**config.mk**
```make
export PLATFORM = sky130hd
export DESIGN_NAME = c_comment_stripper_core_flat
export DESIGN_NICKNAME = d
export VERILOG_FILES = /design/src/design/ccs_pkg.sv /design/src/design/ccs_channels.sv /design/src/design/c_comment_stripper_core.sv /design/src/design/ccs_lexer.sv /design/src/flat_wrapper.sv
export SDC_FILE = /design/constraint.sdc
export NUM_CORES = 1
export LEC_CHECK = 0
export ABC_CLOCK_PERIOD_IN_PS = 7000
export BUFFER_PORTS_ARGS = -buffer_cell sky130_fd_sc_hd__buf_4
export CAP_MARGIN = 20
export CORE_UTILIZATION = 30
export DETAILED_ROUTE_END_ITERATION = 7
export GPL_TIMING_DRIVEN = 0
export PLACE_DENSITY = 0.52
export SLEW_MARGIN = 20
export SYNTH_ARGS = -nofsm -noshare
export SYNTH_HDL_FRONTEND = slang
export SYNTH_SLANG_ARGS = --single-unit
```
**constraint.sdc**
```tcl
create_clock -name clk -period 7 [get_ports clk]
set_clock_uncertainty 0.15 [all_clocks]
set_input_delay 1.05 -clock clk [delete_from_list [all_inputs] [get_ports clk]]
set_output_delay 1.05 -clock clk [all_outputs]
set_load 0.05 [all_outputs]
```
**src/design/ccs_pkg.sv**
```systemverilog
// package for the c comment stripper: lexer modes, error codes, byte constants
// and the result record passed from the lexer to the output stage
// no dependencies
package ccs_pkg;

  // fixed field widths of the channels
  localparam int unsigned BYTE_W      = 8;
  localparam int unsigned COUNT_W     = 2;
  localparam int unsigned NL_REPEAT_W = 10;
  localparam int unsigned ERR_LINE_W  = 20;

  // characters the lexer reacts to
  localparam logic [BYTE_W-1:0] CH_SLASH     = 8'h2F;
  localparam logic [BYTE_W-1:0] CH_STAR      = 8'h2A;
  localparam logic [BYTE_W-1:0] CH_NEWLINE   = 8'h0A;
  localparam logic [BYTE_W-1:0] CH_SPACE     = 8'h20;
  localparam logic [BYTE_W-1:0] CH_BACKSLASH = 8'h5C;
  localparam logic [BYTE_W-1:0] CH_DQUOTE    = 8'h22;
  localparam logic [BYTE_W-1:0] CH_SQUOTE    = 8'h27;

  // lexer modes
  typedef enum logic [3:0] {
    MODE_NORMAL       = 4'd0,
    MODE_SLASH        = 4'd1,
    MODE_LINE_CMT     = 4'd2,
    MODE_BLOCK_CMT    = 4'd3,
    MODE_BLOCK_STAR   = 4'd4,
    MODE_STR          = 4'd5,
    MODE_STR_ESC      = 4'd6,
    MODE_CHR          = 4'd7,
    MODE_CHR_ESC      = 4'd8,
    MODE_DONE_OK      = 4'd9,
    MODE_DONE_COMMENT = 4'd10,
    MODE_DONE_STR     = 4'd11,
    MODE_DONE_CHR     = 4'd12
  } mode_t;

  // error codes reported at end of stream
  typedef enum logic [1:0] {
    ERR_NONE     = 2'd0,
    ERR_OPEN_CMT = 2'd1,
    ERR_OPEN_STR = 2'd2,
    ERR_OPEN_CHR = 2'd3
  } err_kind_t;

  // one result item
  typedef struct packed {
    logic [COUNT_W-1:0]     byte_count;
    logic [BYTE_W-1:0]      first_byte;
    logic [BYTE_W-1:0]      second_byte;
    logic [NL_REPEAT_W-1:0] newline_repeat;
    logic                   finished;
    err_kind_t              error_kind;
    logic [ERR_LINE_W-1:0]  error_line;
  } result_t;

endpackage

```
**src/design/ccs_channels.sv**
```systemverilog
// valid/ready channel interfaces for the c comment stripper
// depends on ccs_pkg for the field widths

// source byte channel
interface ccs_in_if;
  import ccs_pkg::*;
  logic              valid;
  logic              ready;
  logic [BYTE_W-1:0] in_byte;
  logic              end_of_stream;

  modport source (output valid, output in_byte, output end_of_stream, input ready);
  modport sink   (input valid, input in_byte, input end_of_stream, output ready);
endinterface

// result channel
interface ccs_out_if;
  import ccs_pkg::*;
  logic                   valid;
  logic                   ready;
  logic [COUNT_W-1:0]     byte_count;
  logic [BYTE_W-1:0]      first_byte;
  logic [BYTE_W-1:0]      second_byte;
  logic [NL_REPEAT_W-1:0] newline_repeat;
  logic                   finished;
  logic [1:0]             error_kind;
  logic [ERR_LINE_W-1:0]  error_line;

  modport source (output valid, output byte_count, output first_byte, output second_byte,
                  output newline_repeat, output finished, output error_kind,
                  output error_line, input ready);
  modport sink   (input valid, input byte_count, input first_byte, input second_byte,
                  input newline_repeat, input finished, input error_kind,
                  input error_line, output ready);
endinterface

```
**src/design/c_comment_stripper_core.sv**
```systemverilog
// c comment stripper, top level: input register, lexer step and result register
// depends on ccs_pkg, ccs_channels (ccs_in_if, ccs_out_if) and ccs_lexer
//
// usage:
//   in_if carries one source byte per item (in_byte), or an end mark
//   (end_of_stream = 1, byte ignored). out_if returns exactly one result item
//   per input item: up to two bytes (byte_count, first_byte, second_byte),
//   a count of newlines to emit after them (newline_repeat), and at end of
//   stream the finished flag with error_kind/error_line for an open comment,
//   string or char literal. Items after the end mark return the final status.
//   an accepted item sits in the input register, is stepped by the lexer
//   (combinational) and its result is loaded into the result register, from
//   which out_if presents it. throughput: one item per cycle while out_if does
//   not stall, set by the lexer step between the input and result registers.
//   when out_if stalls, the result register holds and the input register
//   takes one more item; in_if.ready then drops until out_if moves again.
//   reset (rst_n low, synchronous) empties both registers and puts the lexer
//   in normal text mode at line one.
module c_comment_stripper_core
  import ccs_pkg::*;
#(
  parameter int unsigned LINE_BITS    = 20,
  parameter int unsigned NEWLINE_BITS = 10
) (
  input  logic             clk,
  input  logic             rst_n,
  ccs_in_if.sink           in_if,
  ccs_out_if.source        out_if
);

  logic              in_valid_r;
  logic [BYTE_W-1:0] in_byte_r;
  logic              in_eos_r;
  logic              out_valid_r;
  result_t           out_data_r;
  result_t           step_result;
  logic              advance;

  // item moves from input register to result register
  assign advance     = in_valid_r && (!out_valid_r || out_if.ready);
  assign in_if.ready = !in_valid_r || advance;

  // input register
  always_ff @(posedge clk) begin
    if (!rst_n) begin
      in_valid_r <= 1'b0;
    end else if (in_if.ready) begin
      in_valid_r <= in_if.valid;
    end
  end

  always_ff @(posedge clk) begin
    if (in_if.valid && in_if.ready) begin
      in_byte_r <= in_if.in_byte;
      in_eos_r  <= in_if.end_of_stream;
    end
  end

  // lexer step
  ccs_lexer #(
    .LINE_BITS    (LINE_BITS),
    .NEWLINE_BITS (NEWLINE_BITS)
  ) u_lexer (
    .clk      (clk),
    .rst_n    (rst_n),
    .step     (advance),
    .cur_byte (in_byte_r),
    .cur_eos  (in_eos_r),
    .result   (step_result)
  );

  // result register
  always_ff @(posedge clk) begin
    if (!rst_n) begin
      out_valid_r <= 1'b0;
    end else if (advance) begin
      out_valid_r <= 1'b1;
    end else if (out_if.ready) begin
      out_valid_r <= 1'b0;
    end
  end

  always_ff @(posedge clk) begin
    if (advance) begin
      out_data_r <= step_result;
    end
  end

  // result channel
  assign out_if.valid          = out_valid_r;
  assign out_if.byte_count     = out_data_r.byte_count;
  assign out_if.first_byte     = out_data_r.first_byte;
  assign out_if.second_byte    = out_data_r.second_byte;
  assign out_if.newline_repeat = out_data_r.newline_repeat;
  assign out_if.finished       = out_data_r.finished;
  assign out_if.error_kind     = out_data_r.error_kind;
  assign out_if.error_line     = out_data_r.error_line;

endmodule

```
**src/design/ccs_lexer.sv**
```systemverilog
// lexer state and one-step transition of the c comment stripper
// holds mode, line counter, open line and pending newline count; depends on ccs_pkg
module ccs_lexer
  import ccs_pkg::*;
#(
  parameter int unsigned LINE_BITS    = 20,
  parameter int unsigned NEWLINE_BITS = 10
) (
  input  logic              clk,
  input  logic              rst_n,
  input  logic              step,
  input  logic [BYTE_W-1:0] cur_byte,
  input  logic              cur_eos,
  output result_t           result
);

  mode_t                   mode_r, mode_nxt;
  logic [LINE_BITS-1:0]    line_r, line_nxt;
  logic [LINE_BITS-1:0]    open_r, open_nxt;
  logic [NEWLINE_BITS-1:0] pend_r, pend_nxt;

  // widened copies so the fixed-width outputs can be cut from them
  logic [31:0] open_wide;
  logic [15:0] pend_wide;

  assign open_wide = 32'(open_r);
  assign pend_wide = 16'(pend_r);

  // next state and result for the byte held in the input register
  always_comb begin
    logic                 normal_path;
    logic [LINE_BITS-1:0] line_cur;
    logic [BYTE_W-1:0]    c;
    mode_t                done_mode;
    logic                 do_finish;

    mode_nxt    = mode_r;
    line_nxt    = line_r;
    open_nxt    = open_r;
    pend_nxt    = pend_r;
    result      = '0;
    normal_path = 1'b0;
    do_finish   = 1'b0;
    done_mode   = MODE_DONE_OK;
    c           = cur_byte;
    line_cur    = line_r;

    if (mode_r inside {MODE_DONE_OK, MODE_DONE_COMMENT, MODE_DONE_STR, MODE_DONE_CHR}) begin
      // stream already over: repeat the final status
      do_finish = 1'b1;
      done_mode = mode_r;
    end else if (cur_eos) begin
      do_finish = 1'b1;
      case (mode_r)
        MODE_SLASH: begin
          result.first_byte = CH_SLASH;
          result.byte_count = COUNT_W'(1);
          done_mode         = MODE_DONE_OK;
        end
        MODE_LINE_CMT: begin
          result.first_byte = CH_SPACE;
          result.byte_count = COUNT_W'(1);
          done_mode         = MODE_DONE_OK;
        end
        MODE_BLOCK_CMT, MODE_BLOCK_STAR: begin
          result.first_byte     = CH_SPACE;
          result.byte_count     = COUNT_W'(1);
          result.newline_repeat = pend_wide[NL_REPEAT_W-1:0];
          pend_nxt              = '0;
          done_mode             = MODE_DONE_COMMENT;
        end
        MODE_STR, MODE_STR_ESC: done_mode = MODE_DONE_STR;
        MODE_CHR, MODE_CHR_ESC: done_mode = MODE_DONE_CHR;
        default:                done_mode = MODE_DONE_OK;
      endcase
    end else begin
      // saturating line count
      if (c == CH_NEWLINE && line_r != '1) begin
        line_cur = line_r + LINE_BITS'(1);
      end
      line_nxt = line_cur;

      case (mode_r)
        MODE_SLASH: begin
          if (c == CH_SLASH) begin
            mode_nxt = MODE_LINE_CMT;
          end else if (c == CH_STAR) begin
            open_nxt = line_cur;
            pend_nxt = '0;
            mode_nxt = MODE_BLOCK_CMT;
          end else begin
            // lone slash: emit it, then treat the byte as normal text
            result.first_byte = CH_SLASH;
            result.byte_count = COUNT_W'(1);
            normal_path       = 1'b1;
          end
        end
        MODE_LINE_CMT: begin
          if (c == CH_NEWLINE) begin
            result.first_byte  = CH_SPACE;
            result.second_byte = CH_NEWLINE;
            result.byte_count  = COUNT_W'(2);
            mode_nxt           = MODE_NORMAL;
          end
        end
        MODE_BLOCK_CMT, MODE_BLOCK_STAR: begin
          if (mode_r == MODE_BLOCK_STAR && c == CH_SLASH) begin
            result.first_byte     = CH_SPACE;
            result.byte_count     = COUNT_W'(1);
            result.newline_repeat = pend_wide[NL_REPEAT_W-1:0];
            pend_nxt              = '0;
            mode_nxt              = MODE_NORMAL;
          end else if (c == CH_STAR) begin
            mode_nxt = MODE_BLOCK_STAR;
          end else begin
            if (c == CH_NEWLINE && pend_r != '1) begin
              pend_nxt = pend_r + NEWLINE_BITS'(1);
            end
            mode_nxt = MODE_BLOCK_CMT;
          end
        end
        MODE_STR, MODE_CHR: begin
          result.first_byte = c;
          result.byte_count = COUNT_W'(1);
          if (c == CH_BACKSLASH) begin
            mode_nxt = (mode_r == MODE_STR) ? MODE_STR_ESC : MODE_CHR_ESC;
          end else if ((mode_r == MODE_STR && c == CH_DQUOTE) ||
                       (mode_r == MODE_CHR && c == CH_SQUOTE)) begin
            mode_nxt = MODE_NORMAL;
          end
        end
        MODE_STR_ESC: begin
          result.first_byte = c;
          result.byte_count = COUNT_W'(1);
          mode_nxt          = MODE_STR;
        end
        MODE_CHR_ESC: begin
          result.first_byte = c;
          result.byte_count = COUNT_W'(1);
          mode_nxt          = MODE_CHR;
        end
        default: normal_path = 1'b1;
      endcase

      // normal text handling, possibly after an emitted slash
      if (normal_path) begin
        mode_nxt = MODE_NORMAL;
        if (c == CH_SLASH) begin
          mode_nxt = MODE_SLASH;
        end else begin
          if (c == CH_DQUOTE) begin
            open_nxt = line_cur;
            mode_nxt = MODE_STR;
          end else if (c == CH_SQUOTE) begin
            open_nxt = line_cur;
            mode_nxt = MODE_CHR;
          end
          if (result.byte_count == '0) begin
            result.first_byte = c;
          end else begin
            result.second_byte = c;
          end
          result.byte_count = result.byte_count + COUNT_W'(1);
        end
      end
    end

    // end of stream status
    if (do_finish) begin
      mode_nxt        = done_mode;
      result.finished = 1'b1;
      case (done_mode)
        MODE_DONE_COMMENT: result.error_kind = ERR_OPEN_CMT;
        MODE_DONE_STR:     result.error_kind = ERR_OPEN_STR;
        MODE_DONE_CHR:     result.error_kind = ERR_OPEN_CHR;
        default:           result.error_kind = ERR_NONE;
      endcase
      if (done_mode != MODE_DONE_OK) begin
        result.error_line = open_wide[ERR_LINE_W-1:0];
      end
    end
  end

  // state registers, updated once per item
  always_ff @(posedge clk) begin
    if (!rst_n) begin
      mode_r <= MODE_NORMAL;
      line_r <= LINE_BITS'(1);
      open_r <= '0;
      pend_r <= '0;
    end else if (step) begin
      mode_r <= mode_nxt;
      line_r <= line_nxt;
      open_r <= open_nxt;
      pend_r <= pend_nxt;
    end
  end

endmodule

```
**src/flat_wrapper.sv**
```systemverilog
// flat-port wrapper written by rule: the top's interface ports become plain ports
module c_comment_stripper_core_flat import ccs_pkg::*;
#(
  parameter int unsigned LINE_BITS    = 20,
  parameter int unsigned NEWLINE_BITS = 10
)
  (clk, rst_n, in_if_valid, in_if_in_byte, in_if_end_of_stream, in_if_ready, out_if_valid, out_if_byte_count, out_if_first_byte, out_if_second_byte, out_if_newline_repeat, out_if_finished, out_if_error_kind, out_if_error_line, out_if_ready);
  ccs_in_if in_if_i ();
  ccs_out_if out_if_i ();
  input  logic clk;
  input  logic rst_n;
  input wire logic [$bits(in_if_i.valid)-1:0] in_if_valid;
  input wire logic [$bits(in_if_i.in_byte)-1:0] in_if_in_byte;
  input wire logic [$bits(in_if_i.end_of_stream)-1:0] in_if_end_of_stream;
  output wire logic [$bits(in_if_i.ready)-1:0] in_if_ready;
  output wire logic [$bits(out_if_i.valid)-1:0] out_if_valid;
  output wire logic [$bits(out_if_i.byte_count)-1:0] out_if_byte_count;
  output wire logic [$bits(out_if_i.first_byte)-1:0] out_if_first_byte;
  output wire logic [$bits(out_if_i.second_byte)-1:0] out_if_second_byte;
  output wire logic [$bits(out_if_i.newline_repeat)-1:0] out_if_newline_repeat;
  output wire logic [$bits(out_if_i.finished)-1:0] out_if_finished;
  output wire logic [$bits(out_if_i.error_kind)-1:0] out_if_error_kind;
  output wire logic [$bits(out_if_i.error_line)-1:0] out_if_error_line;
  input wire logic [$bits(out_if_i.ready)-1:0] out_if_ready;
  assign in_if_i.valid = in_if_valid;
  assign in_if_i.in_byte = in_if_in_byte;
  assign in_if_i.end_of_stream = in_if_end_of_stream;
  assign in_if_ready = in_if_i.ready;
  assign out_if_valid = out_if_i.valid;
  assign out_if_byte_count = out_if_i.byte_count;
  assign out_if_first_byte = out_if_i.first_byte;
  assign out_if_second_byte = out_if_i.second_byte;
  assign out_if_newline_repeat = out_if_i.newline_repeat;
  assign out_if_finished = out_if_i.finished;
  assign out_if_error_kind = out_if_i.error_kind;
  assign out_if_error_line = out_if_i.error_line;
  assign out_if_i.ready = out_if_ready;
  c_comment_stripper_core #(.LINE_BITS(LINE_BITS), .NEWLINE_BITS(NEWLINE_BITS)) u_core (.clk(clk), .rst_n(rst_n), .in_if(in_if_i), .out_if(out_if_i));
endmodule
```
======== Word-level counts from Yosys, hierarchy flattened ========
Cells that the tools add are included.
word-level totals
  bits of input ports ..................... 13
  logic and storage cells ................. 148
  output and inout bits ................... 53
  register bits ........................... 116
operators by class
  muxes and demuxes ....................... 65
  add/subtract/negate cells ............... 3
  bitwise logic cells ..................... 2
  eq/ne operators ......................... 34
  reductions and logical operators ........ 29
operators by type and width
  operator                                                               number
  20-bit two-way mux                                                     9
  10-bit two-way mux                                                     14
  18-bit two-way mux                                                     3
  4-bit two-way mux                                                      11
  10-bit one-hot mux with 4 select lines                                 1
  4-bit equality test, second input constant                             8
  8-bit by 6-bit equality test with 1-bit output, second input constant  4
  9-bit two-way mux                                                      3
  8-bit two-way mux                                                      3
  4-bit one-hot mux with 6 select lines                                  1
  23-bit two-way mux                                                     1
  20-bit by 1-bit adder with 20-bit output, second input constant        1
  20-bit != test, second input constant                                  1
  10-bit one-hot mux with 2 select lines                                 1
  3-bit two-way mux                                                      6
  9-bit one-hot mux with 2 select lines                                  1
  4-bit by 3-bit equality test with 1-bit output, second input constant  4
  10-bit by 1-bit adder with 10-bit output, second input constant        1
  10-bit != test, second input constant                                  1
  5-bit != test, second input constant                                   2
  2-bit OR reduction                                                     5
  3-bit one-hot mux with 3 select lines                                  1
  4-bit by 2-bit equality test with 1-bit output, second input constant  2
  8-bit by 4-bit equality test with 1-bit output, second input constant  1
  26 further kinds                                                       48

======== Depth between registers and ports, before layout ========
  depth after elaboration ................. 11
  mapped depth ............................ 10

======== By module ========
From an unflattened synthesis, not the netlist that was laid out.
second synthesis, totals
  cells, all modules ...................... 616
  area, all modules ....................... 5958.2 um2
by module, submodules not included
  module                   area an instance (um2)  cells an instance  instances
  ccs_lexer                4052.6                  547                1
  c_comment_stripper_core  1905.6                  69                 1

======== Worst setup path after synthesis ========
OpenSTA, ideal clock, no wires.
  kind .................................... input to register
  start ................................... in out_if_ready
  end ..................................... reg u_core.u_lexer.line_r[11]
  data arrival time ....................... 3309 ps
  cell stages on the path ................. 6
  required time ........................... 6779 ps
  buffers on the path ..................... 0
  setup slack ............................. 3470 ps
  cells stage by stage .................... nand2b_1 -> nand2_1 -> inv_1 -> nand2_1 -> or3_1 -> a21oi_1
on the way
  word-level cells in the longest chain between the ends .. 3
RTL lines
  element                               RTL line                       text
  start: declaration                    flat_wrapper.sv:24             input wire logic [$bits(out_if_i.ready)-1:0] out_if_ready;
  1-bit logical OR                      c_comment_stripper_core.sv:40  assign advance = in_valid_r && (!out_valid_r || out_if.ready);
  1-bit logical AND                     c_comment_stripper_core.sv:40
  net u_core.advance                    c_comment_stripper_core.sv:37  logic advance;
  3-bit AND reduction (no source line)  n/a
  end signal: assignment                ccs_lexer.sv:193               line_r <= line_nxt;
  end: declaration                      ccs_lexer.sv:18                logic [LINE_BITS-1:0] line_r, line_nxt;
The timed path passes the listed nets, and every way through them passes these cells.
A chain may end at the register's enable or synchronous reset.

======== Worst setup path after layout ========
  start ................................... reg u_core.u_lexer.mode_r[1]
  end ..................................... reg u_core.out_data_r (netlist bit u_core.out_if.first_byte[5]) (data pin)
on the way
  word-level cells in the longest chain between the ends .. 11
  elaborated cells between the ends (all ways) .. 31
RTL lines
  element                                         RTL line                                            text
  start: declaration                              ccs_lexer.sv:17                                     mode_t mode_r, mode_nxt;
  start signal: assignment                        ccs_lexer.sv:192                                    mode_r <= mode_nxt;
  4-bit by 3-bit equality test with 1-bit output  ccs_lexer.sv:54, ccs_lexer.sv:83, ccs_lexer.sv:107
  1-bit logical AND                               ccs_lexer.sv:107                                    if (mode_r == MODE_BLOCK_STAR && c == CH_SLASH) begin
  9-bit two-way mux                               ccs_lexer.sv:107
  10-bit one-hot mux with 4 select lines          ccs_lexer.sv:83                                     case (mode_r)
  10-bit two-way mux                              ccs_lexer.sv:52                                     end else if (cur_eos) begin
  10-bit two-way mux                              ccs_lexer.sv:48                                     if (mode_r inside {MODE_DONE_OK, MODE_DONE_COMMENT, MODE_DONE_STR, MODE_DONE_CHR}) begin
  2-bit zero test                                 ccs_lexer.sv:158                                    if (result.byte_count == '0) begin
  8-bit two-way mux                               ccs_lexer.sv:158
  18-bit two-way mux                              ccs_lexer.sv:148                                    if (c == CH_SLASH) begin
  18-bit two-way mux                              ccs_lexer.sv:146                                    if (normal_path) begin
  10-bit two-way mux                              ccs_lexer.sv:52
  end signal: assignment                          c_comment_stripper_core.sv:85                       out_data_r <= step_result;
  end: declaration                                c_comment_stripper_core.sv:35                       result_t out_data_r;
Parallel ways exist; a longest one is shown, timed or not. The select of a mux whose other input is x is not followed.

==> results.ini <==
[run_status]
status = complete, but fails checks
failed_checks = DRC

[drt]
drt-total-wl_um = 14100
num_vias = 4405
drtAntennaViolNets = 0
viasPerCell = 5.01
drc = 6
wl_per_cell_um = 16.0
dr.pass1.iters = 8
drt_iter0_drc = 257

[timing]
final-hold-violation-count = 0
worst_slew_pin_slew_ns = 0.785
setup_viol = 0
slew_violations = 0
setup_ws_ns = 3.90
clock.fmax_mhz = 323
setup_tns_ns = 0
timing.slew.headroom = 0.469
finalCritPeriodShare = 0.443
fin_crit_ns = 3.10
rsz0062_at_grt = false

[cts]
cts_setup_buffers = 0
cts_tree = built
cts_made_buffers = 17
cts_root_buf = clkbuf_16
clock-sinks = 116
cts_max_path_buffers = 2
path_clk_slew_ns = 0.06
clk-insertion-delay-late_ns = 0.42
hold_buffers = 0
htree_levels = 4
cts.repair.resized = 0

[hold_path]
min_from = u_core.u_lexer.pend_r[1]
hp-class = flip-flop to flip-flop
hold_depth = 2

[synth]
async_reset_ff_frac = 0
synth_edf_count = 60
synth_area_per_cell_um2 = 10.1
synth_most_common_cell = edfxtp_1
synth_common_cells = edfxtp_1 (60), dfxtp_1 (56), nor2_1 (47), nand2_1 (37), a21oi_1 (36)
syn_inst = 552
yosys_register_bits = 116
netlist_area_um2 = 5600
synth_nets = 568
ys.flop_type = edfxtp_1
yosysTopAreaCellShare = 0.322
synth_warnings = 0
synth_top_area_cell = edfxtp_1
ys_seq_area_frac = 0.522
synth_area_leaders = edfxtp_1 (32%), dfxtp_1 (20%), xor2_1 (4.2%)
synthDistinctLibCells = 65

[floorplan]
rows = 49
io-pin-count = 66
core_area_um2 = 18100
initial_core_util = 0.309
die_area_um2 = 19200
fp.dieW_um = 139
fp.dieH_um = 139

[run]
drv_cap = 0

[power_and_ir_drop]
ir_worst_vdd_uv = 185
p_leak_nw = 2.47
powerDensity_nw_per_um2 = 258

[layout]
drive_gt1_frac = 0.200
fin_nets = 653
insertedDiodeCount = 0
area_delta_synth_final_pct = 24.4

[place]
io_buffers = 65
place_congestion = 0.874
place_ws_ns = 3.60
dp_hpwl_um = 10100

[setup_path]
startpoint_type = flip-flop
critPathArrivalTime_ns = 3.12
critPathCaptureType = flip-flop
critPathKind = flip-flop to flip-flop
cp-startpoint = u_core.u_lexer.mode_r[1]
cp_max_fo = 10
cp.required_ns = 7.02
reg2reg_depth = 8
r2r-start = u_core.u_lexer.mode_r[1]

[global_routing]
grt_pass1_vias = 4323
track_usage = 0.155
grt.overflow.total = 0
grt_pass1_wl_um = 23100
grt_start_max_net_pins = 34
antenna_found_initial = 0

flip-flops by register name (all words and copies together), names as in the netlist, 8 cells and up:
signal	count
u_core.out_if.second_byte	8
u_core.in_byte_r	8
u_core.u_lexer.pend_r	10
u_core.out_if.first_byte	8
u_core.out_if.error_line	20
u_core.u_lexer.open_r	20
u_core.out_if.newline_repeat	10
u_core.u_lexer.line_r	20
per-stage QoR:
step	std cells	power (mW)	utilization	area [µm²]	hold WS, ns
final	879	1.80	0.384	6970	0.337
after global routing	879	1.86	0.384	6970	0.379
after CTS	879	1.82	0.384	6970	0.340
after detailed placement	847	0.964	0.352	6390	0.332
after global placement	846	0.963	0.351	6370	0.331
after floorplan	552	0.901	-	5600	0.302
where the power goes:
group          internal, mW  switching (mW)
Clock                 0.510           0.337
Sequential            0.739          0.0110
Combinational        0.0605           0.140
worst max-delay path, cell delays in order (launching register included):
cell and delay [ns]:
dfxtp_1 0.32, buf_2 0.21, buf_2 0.26, nor4b_1 0.67, nand2_1 0.26, ha_1 0.28, and2_1 0.17, o21a_1 0.23
a211o_1 0.30
final timing paths:
| kind | to | slack, ns |
|---|---|---|
| max reg2reg | u_core.out_if.first_byte[5] | 3.90 |
| min | u_core.u_lexer.pend_r[1] | 0.34 |
| min reg2reg | u_core.u_lexer.pend_r[1] | 0.34 |
| max | u_core.out_if.first_byte[5] | 3.90 |
cell type report:
class	count	area (µm²)
sequential	116	2920
clock buffer	19	453
inverter	6	25.0
clock inverter	13	120
tap	229	287
fill	1803	11200
timing repair buffer	66	508
buffer	32	155
multi-input combinational	398	2500
cells by family after synthesis:
family	after synthesis	share of synthesized area
simple gates	235	0.233
flops	116	0.522
fa+ha+maj	3	0.00670
mux	6	0.0109
buf+inv	38	0.0322
xor+xnor	37	0.0579
compound gates	117	0.137
layout by cell type (no fill, tap or decap), types with 10 or more instances in the layout:
master     count
and2_1        23
clkbuf_16     17
edfxtp_1      60
nor2b_1       27
and3_1        20
nor2_1        47
xnor2_1       10
a21oi_1       36
nor3_1        11
xor2_1        27
nand4_1       16
nand2_1       37
dfxtp_1       56
clkbuf_1      19
o21ai_0       34
buf_4         66
nand3_1       23
layer usage:
metal | track usage | share of wire | up-vias
met5 | 0 | 0 | -
met1 | 0.205 | 0.48 | 2073
li1 | - | - | 2186
met3 | 0.0428 | 0.052 | 19
met2 | 0.238 | 0.45 | 127
met4 | 0.0632 | 0.018 | 0
Power figures use the tool's default switching activity.
